===== src/rtl/core/gsg_pkg.sv =====
`timescale 1ns / 1ps

package gsg_pkg;

  // Field and datapath widths.
  localparam int ANGLE_W    = 25;
  localparam int STICK_W    = 11;
  localparam int LIM_W      = 9;
  localparam int SWEEP_W    = 33;
  localparam int INC_W      = 13;
  localparam int GAIN_W     = 19;
  localparam int PROD_W     = 32;
  localparam int FRAC_W     = 16;
  localparam int NUM_REGS   = 8;
  localparam int CFG_IDX_W  = 3;
  localparam int IN_DATA_W  = 176;
  localparam int IN_USER_W  = 4;
  localparam int OUT_DATA_W = 56;
  localparam int OUT_USER_W = 2;

  typedef enum logic [1:0] {
    MODE_SLEEP = 2'd0,
    MODE_RC    = 2'd1,
    MODE_PC    = 2'd2,
    MODE_DEBUG = 2'd3
  } mode_e;

  typedef enum logic [1:0] {
    LOOP_OFF = 2'd0,
    LOOP_RC  = 2'd1,
    LOOP_PC  = 2'd2
  } loop_sel_e;

  typedef enum logic [CFG_IDX_W-1:0] {
    REG_PITCH_MAX       = 3'd0,
    REG_PITCH_MIN       = 3'd1,
    REG_YAW_MAX         = 3'd2,
    REG_YAW_MIN         = 3'd3,
    REG_SWEEP_PITCH_MAX = 3'd4,
    REG_SWEEP_PITCH_MIN = 3'd5,
    REG_SWEEP_YAW_MAX   = 3'd6,
    REG_SWEEP_YAW_MIN   = 3'd7
  } reg_idx_e;

  localparam logic signed [LIM_W-1:0] REG_RESET [NUM_REGS] = '{
    9'sd20, -9'sd35, 9'sd60, -9'sd60, 9'sd20, -9'sd40, 9'sd65, -9'sd65
  };

  // Stick centre, per-count gains (degrees per count scaled by 2^32) and patrol steps.
  localparam logic signed [STICK_W:0]   STICK_CENTRE = 12'sd1024;
  localparam logic signed [GAIN_W-1:0]  GAIN_PITCH   = 19'sd214748;
  localparam logic signed [GAIN_W-1:0]  GAIN_YAW     = 19'sd171799;
  localparam logic signed [SWEEP_W-1:0] STEP_PITCH   = 33'sd2294;
  localparam logic signed [SWEEP_W-1:0] STEP_YAW     = 33'sd1966;
  localparam logic signed [PROD_W-1:0]  ROUND_HALF   = 32'sd32768;

  // Patrol values saturate at the 32-bit signed range.
  localparam logic signed [SWEEP_W-1:0] SWEEP_TOP    = 33'sd2147483647;
  localparam logic signed [SWEEP_W-1:0] SWEEP_BOT    = -33'sd2147483648;

  typedef logic signed [ANGLE_W-1:0] angle_t;
  typedef logic signed [SWEEP_W-1:0] sweep_t;
  typedef logic signed [INC_W-1:0]   inc_t;

  typedef struct packed {
    angle_t pitch_max;
    angle_t pitch_min;
    angle_t yaw_max;
    angle_t yaw_min;
  } limits_t;

  // One decoded tick as held in the input register.
  typedef struct packed {
    mode_e  mode;
    logic   target_locked;
    logic   partner_valid;
    inc_t   inc_pitch;
    inc_t   inc_yaw;
    angle_t measured_yaw;
    angle_t measured_pitch;
    angle_t vision_yaw;
    angle_t vision_pitch;
    angle_t partner_yaw;
    angle_t partner_pitch;
  } item_t;

  typedef struct packed {
    logic en;
    logic changed;
  } tick_t;

  // Sign extension of an angle into the wider working width.
  function automatic sweep_t widen(angle_t a);
    return sweep_t'(a);
  endfunction

  // Whole degrees to 1/65536 degree.
  function automatic angle_t lim_deg(logic signed [LIM_W-1:0] d);
    return angle_t'({d, {FRAC_W{1'b0}}});
  endfunction

  // Limit to [mn, mx]; if they cross, x >= mx gives mx and any other x gives mn.
  function automatic sweep_t clamp(sweep_t x, sweep_t mx, sweep_t mn);
    sweep_t r;
    if (x >= mx) begin
      r = mx;
    end else if (x <= mn) begin
      r = mn;
    end else begin
      r = x;
    end
    return r;
  endfunction

  // Stick offset times gain, rounded to nearest with ties away from zero.
  function automatic inc_t stick_step(logic [STICK_W-1:0] stick,
                                      logic signed [GAIN_W-1:0] gain);
    logic signed [STICK_W:0]   off;
    logic signed [PROD_W-1:0]  p;
    logic signed [PROD_W-1:0]  mag;
    logic signed [PROD_W-1:0]  q;
    off = $signed({1'b0, stick}) - STICK_CENTRE;
    p   = PROD_W'(off) * PROD_W'(gain);
    mag = p[PROD_W-1] ? -p : p;
    q   = (mag + ROUND_HALF) >>> FRAC_W;
    return p[PROD_W-1] ? INC_W'(-q) : INC_W'(q);
  endfunction

endpackage


===== src/rtl/core/gimbal_setpoint_generator.sv =====
`timescale 1ns / 1ps
// Pipeline: two register stages (input register, result register). The setpoint integrators
// close their loop combinationally through their own registers.
// Throughput: one tick per cycle unless the result register is full and not being taken.
// The input side stalls only while the result register is full and not being taken.
// Reset (asynchronous, active low) empties both registers, zeroes the RC setpoint and patrol
// state, sets the previous mode to sleep and loads the limit registers with their defaults.
module gimbal_setpoint_generator (
  input  logic                              clk_i,
  input  logic                              rst_ni,
  // Input ticks.
  input  logic                              s_axis_tvalid_i,
  output logic                              s_axis_tready_o,
  // tdata from bit 0: stick_yaw, stick_pitch, measured_yaw, measured_pitch,
  // vision_yaw, vision_pitch, partner_yaw, partner_pitch, zero padding.
  input  logic [gsg_pkg::IN_DATA_W-1:0]     s_axis_tdata_i,
  // tuser from bit 0: mode, target_locked, partner_valid.
  input  logic [gsg_pkg::IN_USER_W-1:0]     s_axis_tuser_i,
  // Setpoint results.
  output logic                              m_axis_tvalid_o,
  input  logic                              m_axis_tready_i,
  // tdata from bit 0: pitch_setpoint, yaw_setpoint, zero padding.
  output logic [gsg_pkg::OUT_DATA_W-1:0]    m_axis_tdata_o,
  // tuser from bit 0: loop_select.
  output logic [gsg_pkg::OUT_USER_W-1:0]    m_axis_tuser_o,
  // Limit register writes.
  input  logic                              cfg_valid_i,
  output logic                              cfg_ready_o,
  input  logic [gsg_pkg::CFG_IDX_W-1:0]     cfg_index_i,
  input  logic [gsg_pkg::LIM_W-1:0]         cfg_data_i
);

  logic signed [gsg_pkg::LIM_W-1:0] cfg_q [gsg_pkg::NUM_REGS];

  logic              s1_valid, advance;
  gsg_pkg::item_t    s1_item;
  gsg_pkg::mode_e    prev_mode_q;
  gsg_pkg::tick_t    rc_tick, pc_tick;
  gsg_pkg::limits_t  rc_lim, pc_lim;
  gsg_pkg::angle_t   rc_pitch, rc_yaw, pc_pitch, pc_yaw;

  logic                 out_valid_q;
  gsg_pkg::angle_t      out_pitch_q, out_pitch_d;
  gsg_pkg::angle_t      out_yaw_q, out_yaw_d;
  gsg_pkg::loop_sel_e   out_sel_q, out_sel_d;

  // Limit registers accept a write in every cycle.
  assign cfg_ready_o = 1'b1;

  always_ff @(posedge clk_i or negedge rst_ni) begin
    if (!rst_ni) begin
      cfg_q <= gsg_pkg::REG_RESET;
    end else if (cfg_valid_i) begin
      cfg_q[cfg_index_i] <= $signed(cfg_data_i);
    end
  end

  always_comb begin
    rc_lim.pitch_max = gsg_pkg::lim_deg(cfg_q[gsg_pkg::REG_PITCH_MAX]);
    rc_lim.pitch_min = gsg_pkg::lim_deg(cfg_q[gsg_pkg::REG_PITCH_MIN]);
    rc_lim.yaw_max   = gsg_pkg::lim_deg(cfg_q[gsg_pkg::REG_YAW_MAX]);
    rc_lim.yaw_min   = gsg_pkg::lim_deg(cfg_q[gsg_pkg::REG_YAW_MIN]);
    pc_lim.pitch_max = gsg_pkg::lim_deg(cfg_q[gsg_pkg::REG_SWEEP_PITCH_MAX]);
    pc_lim.pitch_min = gsg_pkg::lim_deg(cfg_q[gsg_pkg::REG_SWEEP_PITCH_MIN]);
    pc_lim.yaw_max   = gsg_pkg::lim_deg(cfg_q[gsg_pkg::REG_SWEEP_YAW_MAX]);
    pc_lim.yaw_min   = gsg_pkg::lim_deg(cfg_q[gsg_pkg::REG_SWEEP_YAW_MIN]);
  end

  gsg_in_stage u_in_stage (
    .clk_i           (clk_i),
    .rst_ni          (rst_ni),
    .s_axis_tvalid_i (s_axis_tvalid_i),
    .s_axis_tready_o (s_axis_tready_o),
    .s_axis_tdata_i  (s_axis_tdata_i),
    .s_axis_tuser_i  (s_axis_tuser_i),
    .advance_i       (advance),
    .valid_o         (s1_valid),
    .item_o          (s1_item)
  );

  // A held tick moves into the result register whenever that register is free or being emptied.
  assign advance = s1_valid && (!out_valid_q || m_axis_tready_i);

  // The first active tick after reset always follows a sleep or debug tick, so it is
  // always a mode change and loads the measured angles; no separate start flag is kept.
  always_comb begin
    rc_tick.changed = (s1_item.mode != prev_mode_q);
    pc_tick.changed = rc_tick.changed;
    rc_tick.en      = advance && (s1_item.mode == gsg_pkg::MODE_RC);
    pc_tick.en      = advance && (s1_item.mode == gsg_pkg::MODE_PC);
  end

  gsg_rc_path u_rc_path (
    .clk_i   (clk_i),
    .rst_ni  (rst_ni),
    .tick_i  (rc_tick),
    .item_i  (s1_item),
    .lim_i   (rc_lim),
    .pitch_o (rc_pitch),
    .yaw_o   (rc_yaw)
  );

  gsg_pc_path u_pc_path (
    .clk_i   (clk_i),
    .rst_ni  (rst_ni),
    .tick_i  (pc_tick),
    .item_i  (s1_item),
    .lim_i   (pc_lim),
    .pitch_o (pc_pitch),
    .yaw_o   (pc_yaw)
  );

  // Result selection by mode; sleep and debug give zero setpoints with the loop off.
  always_comb begin
    case (s1_item.mode)
      gsg_pkg::MODE_RC: begin
        out_pitch_d = rc_pitch;
        out_yaw_d   = rc_yaw;
        out_sel_d   = gsg_pkg::LOOP_RC;
      end
      gsg_pkg::MODE_PC: begin
        out_pitch_d = pc_pitch;
        out_yaw_d   = pc_yaw;
        out_sel_d   = gsg_pkg::LOOP_PC;
      end
      default: begin
        out_pitch_d = '0;
        out_yaw_d   = '0;
        out_sel_d   = gsg_pkg::LOOP_OFF;
      end
    endcase
  end

  always_ff @(posedge clk_i or negedge rst_ni) begin
    if (!rst_ni) begin
      prev_mode_q <= gsg_pkg::MODE_SLEEP;
      out_valid_q <= 1'b0;
    end else if (advance) begin
      prev_mode_q <= s1_item.mode;
      out_valid_q <= 1'b1;
    end else if (m_axis_tready_i) begin
      out_valid_q <= 1'b0;
    end
  end

  always_ff @(posedge clk_i) begin
    if (advance) begin
      out_pitch_q <= out_pitch_d;
      out_yaw_q   <= out_yaw_d;
      out_sel_q   <= out_sel_d;
    end
  end

  assign m_axis_tvalid_o = out_valid_q;
  assign m_axis_tdata_o  = {{(gsg_pkg::OUT_DATA_W - 2 * gsg_pkg::ANGLE_W){1'b0}},
                            out_yaw_q, out_pitch_q};
  assign m_axis_tuser_o  = out_sel_q;

endmodule


===== src/rtl/core/gsg_in_stage.sv =====
`timescale 1ns / 1ps

module gsg_in_stage (
  input  logic                             clk_i,
  input  logic                             rst_ni,
  input  logic                             s_axis_tvalid_i,
  output logic                             s_axis_tready_o,
  input  logic [gsg_pkg::IN_DATA_W-1:0]    s_axis_tdata_i,
  input  logic [gsg_pkg::IN_USER_W-1:0]    s_axis_tuser_i,
  input  logic                             advance_i,
  output logic                             valid_o,
  output gsg_pkg::item_t                   item_o
);

  logic           valid_q;
  gsg_pkg::item_t item_d, item_q;

  // The register frees up whenever its contents move on in the same cycle.
  assign s_axis_tready_o = !valid_q || advance_i;

  // Unpack the transfer and form the stick increments ahead of the register.
  always_comb begin
    item_d.mode           = gsg_pkg::mode_e'(s_axis_tuser_i[1:0]);
    item_d.target_locked  = s_axis_tuser_i[2];
    item_d.partner_valid  = s_axis_tuser_i[3];
    item_d.inc_pitch      = gsg_pkg::stick_step(s_axis_tdata_i[21:11], gsg_pkg::GAIN_PITCH);
    // Yaw setpoint moves against the stick.
    item_d.inc_yaw        = -gsg_pkg::stick_step(s_axis_tdata_i[10:0], gsg_pkg::GAIN_YAW);
    item_d.measured_yaw   = s_axis_tdata_i[46:22];
    item_d.measured_pitch = s_axis_tdata_i[71:47];
    item_d.vision_yaw     = s_axis_tdata_i[96:72];
    item_d.vision_pitch   = s_axis_tdata_i[121:97];
    item_d.partner_yaw    = s_axis_tdata_i[146:122];
    item_d.partner_pitch  = s_axis_tdata_i[171:147];
  end

  always_ff @(posedge clk_i or negedge rst_ni) begin
    if (!rst_ni) begin
      valid_q <= 1'b0;
    end else if (s_axis_tready_o) begin
      valid_q <= s_axis_tvalid_i;
    end
  end

  always_ff @(posedge clk_i) begin
    if (s_axis_tvalid_i && s_axis_tready_o) begin
      item_q <= item_d;
    end
  end

  assign valid_o = valid_q;
  assign item_o  = item_q;

endmodule


===== src/rtl/core/gsg_rc_path.sv =====
`timescale 1ns / 1ps

module gsg_rc_path (
  input  logic               clk_i,
  input  logic               rst_ni,
  input  gsg_pkg::tick_t     tick_i,
  input  gsg_pkg::item_t     item_i,
  input  gsg_pkg::limits_t   lim_i,
  output gsg_pkg::angle_t    pitch_o,
  output gsg_pkg::angle_t    yaw_o
);

  gsg_pkg::angle_t pitch_q, yaw_q;
  gsg_pkg::sweep_t pitch_base, yaw_base;

  // A mode change loads the measured angles, otherwise the stick increments integrate.
  always_comb begin
    if (tick_i.changed) begin
      pitch_base = gsg_pkg::widen(item_i.measured_pitch);
      yaw_base   = gsg_pkg::widen(item_i.measured_yaw);
    end else begin
      pitch_base = gsg_pkg::widen(pitch_q) + gsg_pkg::sweep_t'(item_i.inc_pitch);
      yaw_base   = gsg_pkg::widen(yaw_q) + gsg_pkg::sweep_t'(item_i.inc_yaw);
    end
    // The clamped value always lies between two register limits and fits an angle.
    pitch_o = gsg_pkg::angle_t'(gsg_pkg::clamp(pitch_base,
                gsg_pkg::widen(lim_i.pitch_max), gsg_pkg::widen(lim_i.pitch_min)));
    yaw_o   = gsg_pkg::angle_t'(gsg_pkg::clamp(yaw_base,
                gsg_pkg::widen(lim_i.yaw_max), gsg_pkg::widen(lim_i.yaw_min)));
  end

  always_ff @(posedge clk_i or negedge rst_ni) begin
    if (!rst_ni) begin
      pitch_q <= '0;
      yaw_q   <= '0;
    end else if (tick_i.en) begin
      pitch_q <= pitch_o;
      yaw_q   <= yaw_o;
    end
  end

endmodule


===== src/rtl/core/gsg_pc_path.sv =====
`timescale 1ns / 1ps

module gsg_pc_path (
  input  logic               clk_i,
  input  logic               rst_ni,
  input  gsg_pkg::tick_t     tick_i,
  input  gsg_pkg::item_t     item_i,
  input  gsg_pkg::limits_t   lim_i,
  output gsg_pkg::angle_t    pitch_o,
  output gsg_pkg::angle_t    yaw_o
);

  // With narrow or crossed limits the patrol can keep running one way, so it
  // saturates at the 32-bit range; the working width has one bit to spare so
  // that a step and the reversal compares never wrap.
  gsg_pkg::sweep_t sweep_pitch_q, sweep_pitch_d;
  gsg_pkg::sweep_t sweep_yaw_q, sweep_yaw_d;
  logic            pitch_up_q, pitch_up_d;
  logic            yaw_up_q, yaw_up_d;

  gsg_pkg::sweep_t pmax, pmin, ymax, ymin;
  gsg_pkg::sweep_t pitch_cand, yaw_cand;
  logic            pitch_up_a, yaw_up_a;

  assign pmax = gsg_pkg::widen(lim_i.pitch_max);
  assign pmin = gsg_pkg::widen(lim_i.pitch_min);
  assign ymax = gsg_pkg::widen(lim_i.yaw_max);
  assign ymin = gsg_pkg::widen(lim_i.yaw_min);

  // Patrol direction: turn down near the top, then up near the bottom.
  always_comb begin
    pitch_up_a = pitch_up_q;
    if ((sweep_pitch_q + gsg_pkg::STEP_PITCH >= pmax) && pitch_up_q) begin
      pitch_up_a = 1'b0;
    end
    pitch_up_d = pitch_up_a;
    if ((sweep_pitch_q - gsg_pkg::STEP_PITCH <= pmin) && !pitch_up_a) begin
      pitch_up_d = 1'b1;
    end
    yaw_up_a = yaw_up_q;
    if ((sweep_yaw_q + gsg_pkg::STEP_YAW >= ymax) && yaw_up_q) begin
      yaw_up_a = 1'b0;
    end
    yaw_up_d = yaw_up_a;
    if ((sweep_yaw_q - gsg_pkg::STEP_YAW <= ymin) && !yaw_up_a) begin
      yaw_up_d = 1'b1;
    end
  end

  // Target selection: mode change, vision lock, partner target, then patrol.
  always_comb begin
    sweep_pitch_d = sweep_pitch_q;
    sweep_yaw_d   = sweep_yaw_q;
    if (tick_i.changed) begin
      pitch_cand    = gsg_pkg::widen(item_i.measured_pitch);
      yaw_cand      = gsg_pkg::widen(item_i.measured_yaw);
      sweep_pitch_d = pitch_cand;
      sweep_yaw_d   = yaw_cand;
    end else if (item_i.target_locked) begin
      pitch_cand    = gsg_pkg::widen(item_i.vision_pitch);
      yaw_cand      = gsg_pkg::widen(item_i.vision_yaw);
      sweep_pitch_d = pitch_cand;
      sweep_yaw_d   = gsg_pkg::clamp(yaw_cand, ymax, ymin);
    end else if (item_i.partner_valid) begin
      pitch_cand    = gsg_pkg::widen(item_i.partner_pitch);
      yaw_cand      = gsg_pkg::widen(item_i.partner_yaw);
    end else begin
      sweep_pitch_d = gsg_pkg::clamp(pitch_up_d ? sweep_pitch_q + gsg_pkg::STEP_PITCH
                                                : sweep_pitch_q - gsg_pkg::STEP_PITCH,
                                     gsg_pkg::SWEEP_TOP, gsg_pkg::SWEEP_BOT);
      sweep_yaw_d   = gsg_pkg::clamp(yaw_up_d ? sweep_yaw_q + gsg_pkg::STEP_YAW
                                              : sweep_yaw_q - gsg_pkg::STEP_YAW,
                                     gsg_pkg::SWEEP_TOP, gsg_pkg::SWEEP_BOT);
      pitch_cand    = sweep_pitch_d;
      yaw_cand      = sweep_yaw_d;
    end
    pitch_o = gsg_pkg::angle_t'(gsg_pkg::clamp(pitch_cand, pmax, pmin));
    yaw_o   = gsg_pkg::angle_t'(gsg_pkg::clamp(yaw_cand, ymax, ymin));
  end

  // Direction bits only move on patrol ticks.
  always_ff @(posedge clk_i or negedge rst_ni) begin
    if (!rst_ni) begin
      sweep_pitch_q <= '0;
      sweep_yaw_q   <= '0;
      pitch_up_q    <= 1'b0;
      yaw_up_q      <= 1'b0;
    end else if (tick_i.en) begin
      sweep_pitch_q <= sweep_pitch_d;
      sweep_yaw_q   <= sweep_yaw_d;
      if (!tick_i.changed && !item_i.target_locked && !item_i.partner_valid) begin
        pitch_up_q <= pitch_up_d;
        yaw_up_q   <= yaw_up_d;
      end
    end
  end

endmodule


===== config.mk =====
export PLATFORM = sky130hd
export DESIGN_NAME = gimbal_setpoint_generator
export DESIGN_NICKNAME = d
export VERILOG_FILES = /design/src/rtl/core/gsg_pkg.sv /design/src/rtl/core/gimbal_setpoint_generator.sv /design/src/rtl/core/gsg_in_stage.sv /design/src/rtl/core/gsg_rc_path.sv /design/src/rtl/core/gsg_pc_path.sv
export SDC_FILE = /design/constraint.sdc
export NUM_CORES = 2
export LEC_CHECK = 0
export BUFFER_PORTS_ARGS = -buffer_cell sky130_fd_sc_hd__buf_2
export CAP_MARGIN = 20
export CORE_MARGIN = 3
export CORE_UTILIZATION = 30
export CTS_BUF_LIST = sky130_fd_sc_hd__clkbuf_4 sky130_fd_sc_hd__clkbuf_8
export CTS_CLUSTER_DIAMETER = 200
export DETAILED_ROUTE_END_ITERATION = 8
export PLACE_DENSITY = 0.54
export SLEW_MARGIN = 20
export SYNTH_ARGS = -nofsm -noshare
export SYNTH_HDL_FRONTEND = slang
export SYNTH_SLANG_ARGS = --single-unit

===== constraint.sdc =====
create_clock -name clk_i -period 13.5 [get_ports clk_i]
set_clock_uncertainty 0.05 [all_clocks]
set_input_delay 2.025 -clock clk_i [delete_from_list [all_inputs] [get_ports clk_i]]
set_output_delay 2.025 -clock clk_i [all_outputs]
set_load 0.05 [all_outputs]

# Word level (Yosys, flattened, before mapping)
# Index checks and enable logic that the tools add are counted.
dict set report classes {
  n_div 0
  n_reduce_logical 23
  n_eq_ne 4
  n_lt_le_gt_ge 20
  n_mux 46
  n_addsub 15
  bitwise_logic 1
  n_mul 2
  n_shift 0
}
# operator n
set op_table {}
lappend op_table {{33-bit 2-to-1 mux} 22}
lappend op_table {{25-bit 2-to-1 mux} 8}
lappend op_table {{33-bit by 25-bit >= comparator with 1-bit output} 6}
lappend op_table {{33-bit by 25-bit less-or-equal comparator with 1-bit output} 6}
lappend op_table {{25-bit case mux with 2 select lines} 2}
lappend op_table {{72-bit bitwise mux} 1}
lappend op_table {{33-bit by 32-bit >= comparator with 1-bit output, second input constant} 2}
lappend op_table {{33-bit by 32-bit less-or-equal comparator with 1-bit output, second input constant} 2}
lappend op_table {{29-bit by 17-bit adder with 29-bit output, second input constant} 2}
lappend op_table {{29-bit 2-to-1 mux} 2}
lappend op_table {{29-bit negation} 2}
lappend op_table {{25-bit by 13-bit adder with 26-bit output} 2}
lappend op_table {{13-bit negation} 3}
lappend op_table {{33-bit by 12-bit adder with 33-bit output, second input constant} 1}
lappend op_table {{33-bit by 13-bit adder with 33-bit output, second input constant} 1}
lappend op_table {{33-bit by 12-bit subtractor with 33-bit output, second input constant} 1}
lappend op_table {{33-bit by 13-bit subtractor with 33-bit output, second input constant} 1}
lappend op_table {{12-bit by 19-bit multiplier with 31-bit output, second input constant} 1}
lappend op_table {{12-bit by 17-bit multiplier with 29-bit output, second input constant} 1}
lappend op_table {{9-bit demux with 3-bit select} 1}
lappend op_table {{13-bit 2-to-1 mux} 2}
lappend op_table {{25-bit >= comparator} 1}
lappend op_table {{25-bit less-or-equal comparator} 1}
lappend op_table {{11-bit by 11-bit subtractor with 12-bit output, second input constant} 2}
lappend op_table {{other kinds (15)} 38}
dict set report word_totals {
  n_memories 0
  mem_bits_ro 0
  regBits 426
  latch_bits 0
  output_inout_bits 61
  wordCells 142
  mem_bits_rw 0
}

# Depth between registers and ports, before layout
dict set report depth {
  depth_word 18
  mapped_depth 45
  depth_no_buf 39
}

# By module
# Synthesis repeated with hierarchy kept, for this count alone.
dict set report unflattened {
  cells_unflattened 5767
  hier_area_um2 50110.6
}
# module cells_each seq_area_each_um2 n_inst area_each_um2
set modules_own_cells {}
lappend modules_own_cells {gsg_pc_path 2670 1701.6 1 19204.7}
lappend modules_own_cells {gsg_in_stage 1474 5430.2 1 16305.6}
lappend modules_own_cells {gsg_rc_path 1265 1251.2 1 9312.7}
lappend modules_own_cells {gimbal_setpoint_generator 358 3480.8 1 5287.6}

# Worst setup path after synthesis
# Ideal clock, no wire load.
dict set report synth_path {
  kind {input to register}
  from {input port s_axis_tdata_i[6] (netlist bit)}
  to {register u_in_stage.item_q (netlist bit u_in_stage.item_o[162]) (data pin)}
  t_arrival_ns 9.689
  setup_ns 0.260
  setup_slack_ns 3.501
  cell_stages 29
  n_path_buf 3
  cell_sequence {fa_1 fa_1 inv_1 fa_1 fa_1 fa_1 ha_1 or2_2 a31oi_1 o21ai_2 a32oi_1 and2_0 clkbuf_1 clkbuf_1 buf_1 nor2_1 xnor2_1 ha_1 xnor2_1 nand3_1 and3_1 and2_1 a32o_2 a31o_2 xnor2_1 nand2_1 or4_4 nor3_2 xnor2_1}
}
# element line_no
set synth_rtl {}
lappend synth_rtl {{start, declared} gimbal_setpoint_generator.sv:16} ;# input logic [gsg_pkg::IN_DATA_W-1:0] s_axis_tdata_i,
lappend synth_rtl {{end signal, assigned} gsg_in_stage.sv:47} ;# item_q <= item_d;
lappend synth_rtl {{end, declared} gsg_in_stage.sv:16} ;# gsg_pkg::item_t item_d, item_q;

# Worst setup path in the final report
dict set report layout_path {
  from {register u_pc_path.sweep_yaw_q[2]}
  to {register out_yaw_q[15] (data pin)}
}
dict set report layout_between {
  elab_chain_cells 18
  elab_cells_between_ends 22
  cone_classes {add/sub: 2; order compare: 6; mux: 11; reduce/logical: 3}
}
# element line_no
set layout_rtl {}
lappend layout_rtl {{start, declared} gsg_pc_path.sv:17} ;# gsg_pkg::sweep_t sweep_yaw_q, sweep_yaw_d;
lappend layout_rtl {{start signal, assigned} gsg_pc_path.sv:90} ;# sweep_yaw_q <= sweep_yaw_d;
lappend layout_rtl {{33-bit by 12-bit adder with 33-bit output} {gsg_pc_path.sv:41, gsg_pc_path.sv:71}}
lappend layout_rtl {{33-bit by 25-bit >= comparator with 1-bit output} gsg_pc_path.sv:41} ;# if ((sweep_yaw_q + gsg_pkg::STEP_YAW >= ymax) && yaw_up_q) begin
lappend layout_rtl {{1-bit logical AND} gsg_pc_path.sv:41}
lappend layout_rtl {{1-bit 2-to-1 mux} gsg_pc_path.sv:41}
lappend layout_rtl {{1-bit logical NOT} gsg_pc_path.sv:45} ;# if ((sweep_yaw_q - gsg_pkg::STEP_YAW <= ymin) && !yaw_up_a) begin
lappend layout_rtl {{1-bit logical AND} gsg_pc_path.sv:45}
lappend layout_rtl {{1-bit 2-to-1 mux} gsg_pc_path.sv:45}
lappend layout_rtl {{33-bit 2-to-1 mux *} gsg_pc_path.sv:71} ;# sweep_yaw_d = gsg_pkg::clamp(yaw_up_d ? sweep_yaw_q + gsg_pkg::STEP_YAW
lappend layout_rtl {{[... 2 more ...]} --}
lappend layout_rtl {{33-bit 2-to-1 mux *} gsg_pkg.sv:105} ;# if (x >= mx) begin
lappend layout_rtl {{33-bit 2-to-1 mux *} gsg_pc_path.sv:64} ;# end else if (item_i.partner_valid) begin
lappend layout_rtl {{33-bit 2-to-1 mux *} gsg_pc_path.sv:59} ;# end else if (item_i.target_locked) begin
lappend layout_rtl {{33-bit 2-to-1 mux *} gsg_pc_path.sv:54} ;# if (tick_i.changed) begin
lappend layout_rtl {{33-bit by 25-bit less-or-equal comparator with 1-bit output} gsg_pkg.sv:107} ;# end else if (x <= mn) begin
lappend layout_rtl {{25-bit 2-to-1 mux} gsg_pkg.sv:107}
lappend layout_rtl {{25-bit 2-to-1 mux *} gsg_pkg.sv:105}
lappend layout_rtl {{25-bit case mux with 2 select lines *} gimbal_setpoint_generator.sv:115} ;# case (s1_item.mode)
lappend layout_rtl {{end signal, assigned} gimbal_setpoint_generator.sv:149} ;# out_yaw_q <= out_yaw_d;
lappend layout_rtl {{end, declared} gimbal_setpoint_generator.sv:44} ;# gsg_pkg::angle_t out_yaw_q, out_yaw_d;
# Mark *: on every way between the ends. The rest lies on a longest branch, timed or not.
# A chain may end at the register's enable or synchronous reset.

==> impl_metrics.py <==
metrics = {
    "run_status": {
        "status": "complete, no violations",
    },
    "floorplan": {
        "ios": 258,
        "die_w_um": 378,
        "die_area_mm2": 0.143,
        "start_util_pct": 30.4,
        "rows": 135,
        "fp.coreArea_mm2": 0.136,
        "dieHeight_um": 378,
    },
    "clocking": {
        "holdBufCountCts": 0,
        "post_cts_buffers": 0,
        "cts_buffer_depth": 3,
        "clk_pin_slew_ps": 60,
        "insertion_delay_ps": 770,
        "cts_resized": 0,
        "clkSinkCount": 426,
        "cts_tree": "yes",
        "cts_root_buf": "clkbuf_8",
        "htree_levels": 3,
        "numCtsBuffers": 84,
    },
    "synth": {
        "ys_warn_count": 0,
        "synthTopCellsByArea": "edfxtp_1, ha_1, dfrtp_1",
        "synth_cells": 4671,
        "syn-mean-instance-area_um2": 8.88,
        "async_flop_share_pct": 45.5,
        "synthFlopType": "edfxtp_1",
        "synth_top_area_share_pct": 16.8,
        "yosysSeqAreaShare_pct": 28.6,
        "ys_ff_latch": 426,
        "synth_most_common_cell": "ha_1",
        "syn-cell-area_mm2": 0.0415,
        "synth_edf_count": 232,
        "yosys-top-cells-count": "ha_1, nand2_1, inv_1",
        "synth_cell_type_count": 114,
        "synth_largest_area_cell": "edfxtp_1",
    },
    "setup_path": {
        "worst-path-max-fanout": 31,
        "cp.required_ps": 13930,
        "path_buf_inv": 3,
        "critical_path.startpoint_type": "flop",
        "worstPathArrival_ps": 11560,
        "crit_path_max_incr_delay_ps": 830,
        "crit_type": "flop to flop",
        "end_kind": "flop",
        "cp_top_family": "compound AO/OA/AOI/OAI gates",
        "crit_top_cell": "o21ai_0",
        "critPathSlowestCell": "a41oi_1",
    },
    "timing": {
        "min_period_ps": 11130,
        "setup_ws_ps": 2370,
        "rsz0062_at_grt": "false",
        "max_clock_freq_mhz": 89.8,
        "final-max-slew-violation-count": 0,
        "hold_viol": 0,
        "relSlewSlack_pct": 25.8,
        "worstMarginPinSlew_ps": 1110,
        "finalCritPeriodShare_pct": 82.5,
        "tns_ps": 0,
        "finalSetupViolCount": 0,
        "worst_hold_slack_ps": 432,
    },
    "global_routing": {
        "grt_use_total_pct": 20.7,
        "antenna_found_initial": 20,
        "grt_max_degree": 79,
        "grt.overflow.total": 0,
        "grt_pass1_wl_um": 226000,
        "grt_pass1_vias": 35900,
    },
    "final_layout": {
        "fill_cells": 14200,
        "layout.nets": 5601,
        "area.growth.synth_to_final_pct": 11.4,
        "drive_above_1_share_pct": 12.7,
        "fin_area_mm2": 0.0462,
    },
    "job": {
        "max_cap_viol_count": 0,
    },
    "placement": {
        "pre_cts_ws_ps": 2600,
        "hpwl_um": 117000,
        "gp_congestion": 0.960,
        "port-buffer-count": 246,
        "placed_area_mm2": 0.0444,
    },
    "power_and_ir_drop": {
        "p_comb_share_pct": 71.4,
        "switching_share_pct": 52.4,
        "leakage_nw": 19.7,
        "irDropWorstVdd_mv": 0.368,
        "p_per_area_mw_per_mm2": 270,
        "seq_power_share_pct": 17.7,
        "net-switching-power_mw": 6.52,
        "power_mw": 12.5,
        "p_int_mw": 5.94,
        "pwr-share-clk_pct": 10.9,
    },
    "drt": {
        "drt-wirelength-per-cell_um": 22.5,
        "routed_wl_um": 150000,
        "viasPerCell": 5.49,
        "drtPass1Iterations": 6,
        "antenna_left": 0,
        "drc": 0,
        "vias": 36700,
        "drtIter0Drc": 3255,
    },
    "worst_hold_path": {
        "hp-class": "flop to flop",
    },
}
## placed cells by master (no fill, tap or decap), types with 100 or more instances in the layout
master	n
o21ai_0	288
dfrtp_1	160
buf_2	245
nor2_1	294
edfxtp_1	232
nand3_1	100
fa_1	125
inv_1	366
a21oi_1	247
nand2_1	427
xor2_1	101
ha_1	457
xnor2_1	167
## per-layer routing
layer / part of all wire, % / vias to the layer above / global-route usage [%]
met5: 0.027 / - / 0
met1: 46 / 18000 / 28.7
met4: 3.3 / 8 / 7.03
li1: - / 17300 / -
met2: 44 / 1213 / 31.9
met3: 7.2 / 231 / 4.12
## worst paths after layout
check / depth (start not counted) / to / startpoint / slack, ps
max: 36 / out_yaw_q[15]$_SDFFCE_PN0P_ / u_pc_path.sweep_yaw_q[2]$_DFFE_PN0P_ / 2370
min: 2 / u_rc_path.yaw_q[13]$_DFFE_PN0P_ / u_rc_path.yaw_q[13]$_DFFE_PN0P_ / 430
max reg2reg: 36 / out_yaw_q[15]$_SDFFCE_PN0P_ / u_pc_path.sweep_yaw_q[2]$_DFFE_PN0P_ / 2370
min reg2reg: 2 / u_rc_path.yaw_q[13]$_DFFE_PN0P_ / u_rc_path.yaw_q[13]$_DFFE_PN0P_ / 430
max in group asynchronous: 2 / u_pc_path.sweep_pitch_q[1]$_DFFE_PN0P_ / rst_ni / 10800
min in group asynchronous: 1 / u_rc_path.pitch_q[20]$_DFFE_PN0P_ / rst_ni / 1170
## worst min-delay path, delay by kind of cell, from the launching register on
| kind | cells | cell delay [ps] |
|---|---|---|
| compound gates | 1 | 60 |
| simple gates | 1 | 50 |
| flops | 1 | 340 |
## registers in the layout (all words and copies together), names as in the netlist
name                     cells
out_yaw_q                   25
u_pc_path.pitch_up_q         1
u_in_stage.valid_o           1
u_rc_path.yaw_q             25
u_rc_path.pitch_q           25
m_axis_tvalid_o              1
u_pc_path.sweep_pitch_q     33
out_pitch_q                 25
cfg_q                       72
u_in_stage.item_o          180
prev_mode_q                  2
m_axis_tuser_o               2
u_pc_path.sweep_yaw_q       33
u_pc_path.yaw_up_q           1
## final cells by class
cell class              instances  area [µm²]  area share (%)
repair buffers                296        1640            3.54
clock inverters                45         333           0.721
flip-flops and latches        426       11900            25.7
diodes                         14        35.0          0.0759
inverters                     368        1380            2.99
clock buffers                 108        1360            2.95
multi-input cells            3646       27300            59.2
well taps                    1781        2230            4.83
## power by group through the flow
stage | clock network (mW) | registers (mW) | logic (mW)
CTS | 1.41 | 2.19 | 8.81
global route | 1.47 | 2.24 | 9.93
floorplan | 0 | 2.03 | 6.81
finish | 1.36 | 2.21 | 8.89
global placement | 0 | 2.21 | 8.66
detailed placement | 0 | 2.21 | 8.75
## metrics by stage
stage               std cells  utilization, %
floorplan                4676               -
global placement         6516            32.6
detailed placement       6516            32.6
CTS                      6669            33.8
global route             6671            33.9
finish                   6684            33.9
## cell families after synthesis
kind of cell	Yosys count	synth area share, %
AO/OA/AOI/OAI	1253	20.0
flip-flops	426	28.6
buffers and inverters	604	5.71
AND/OR/NAND/NOR	1410	17.0
other	2	0.0181
XOR/XNOR	270	5.74
multiplexers	124	3.15
adder cells (fa/ha/maj)	582	19.8
Power figures use the tool's default switching activity.
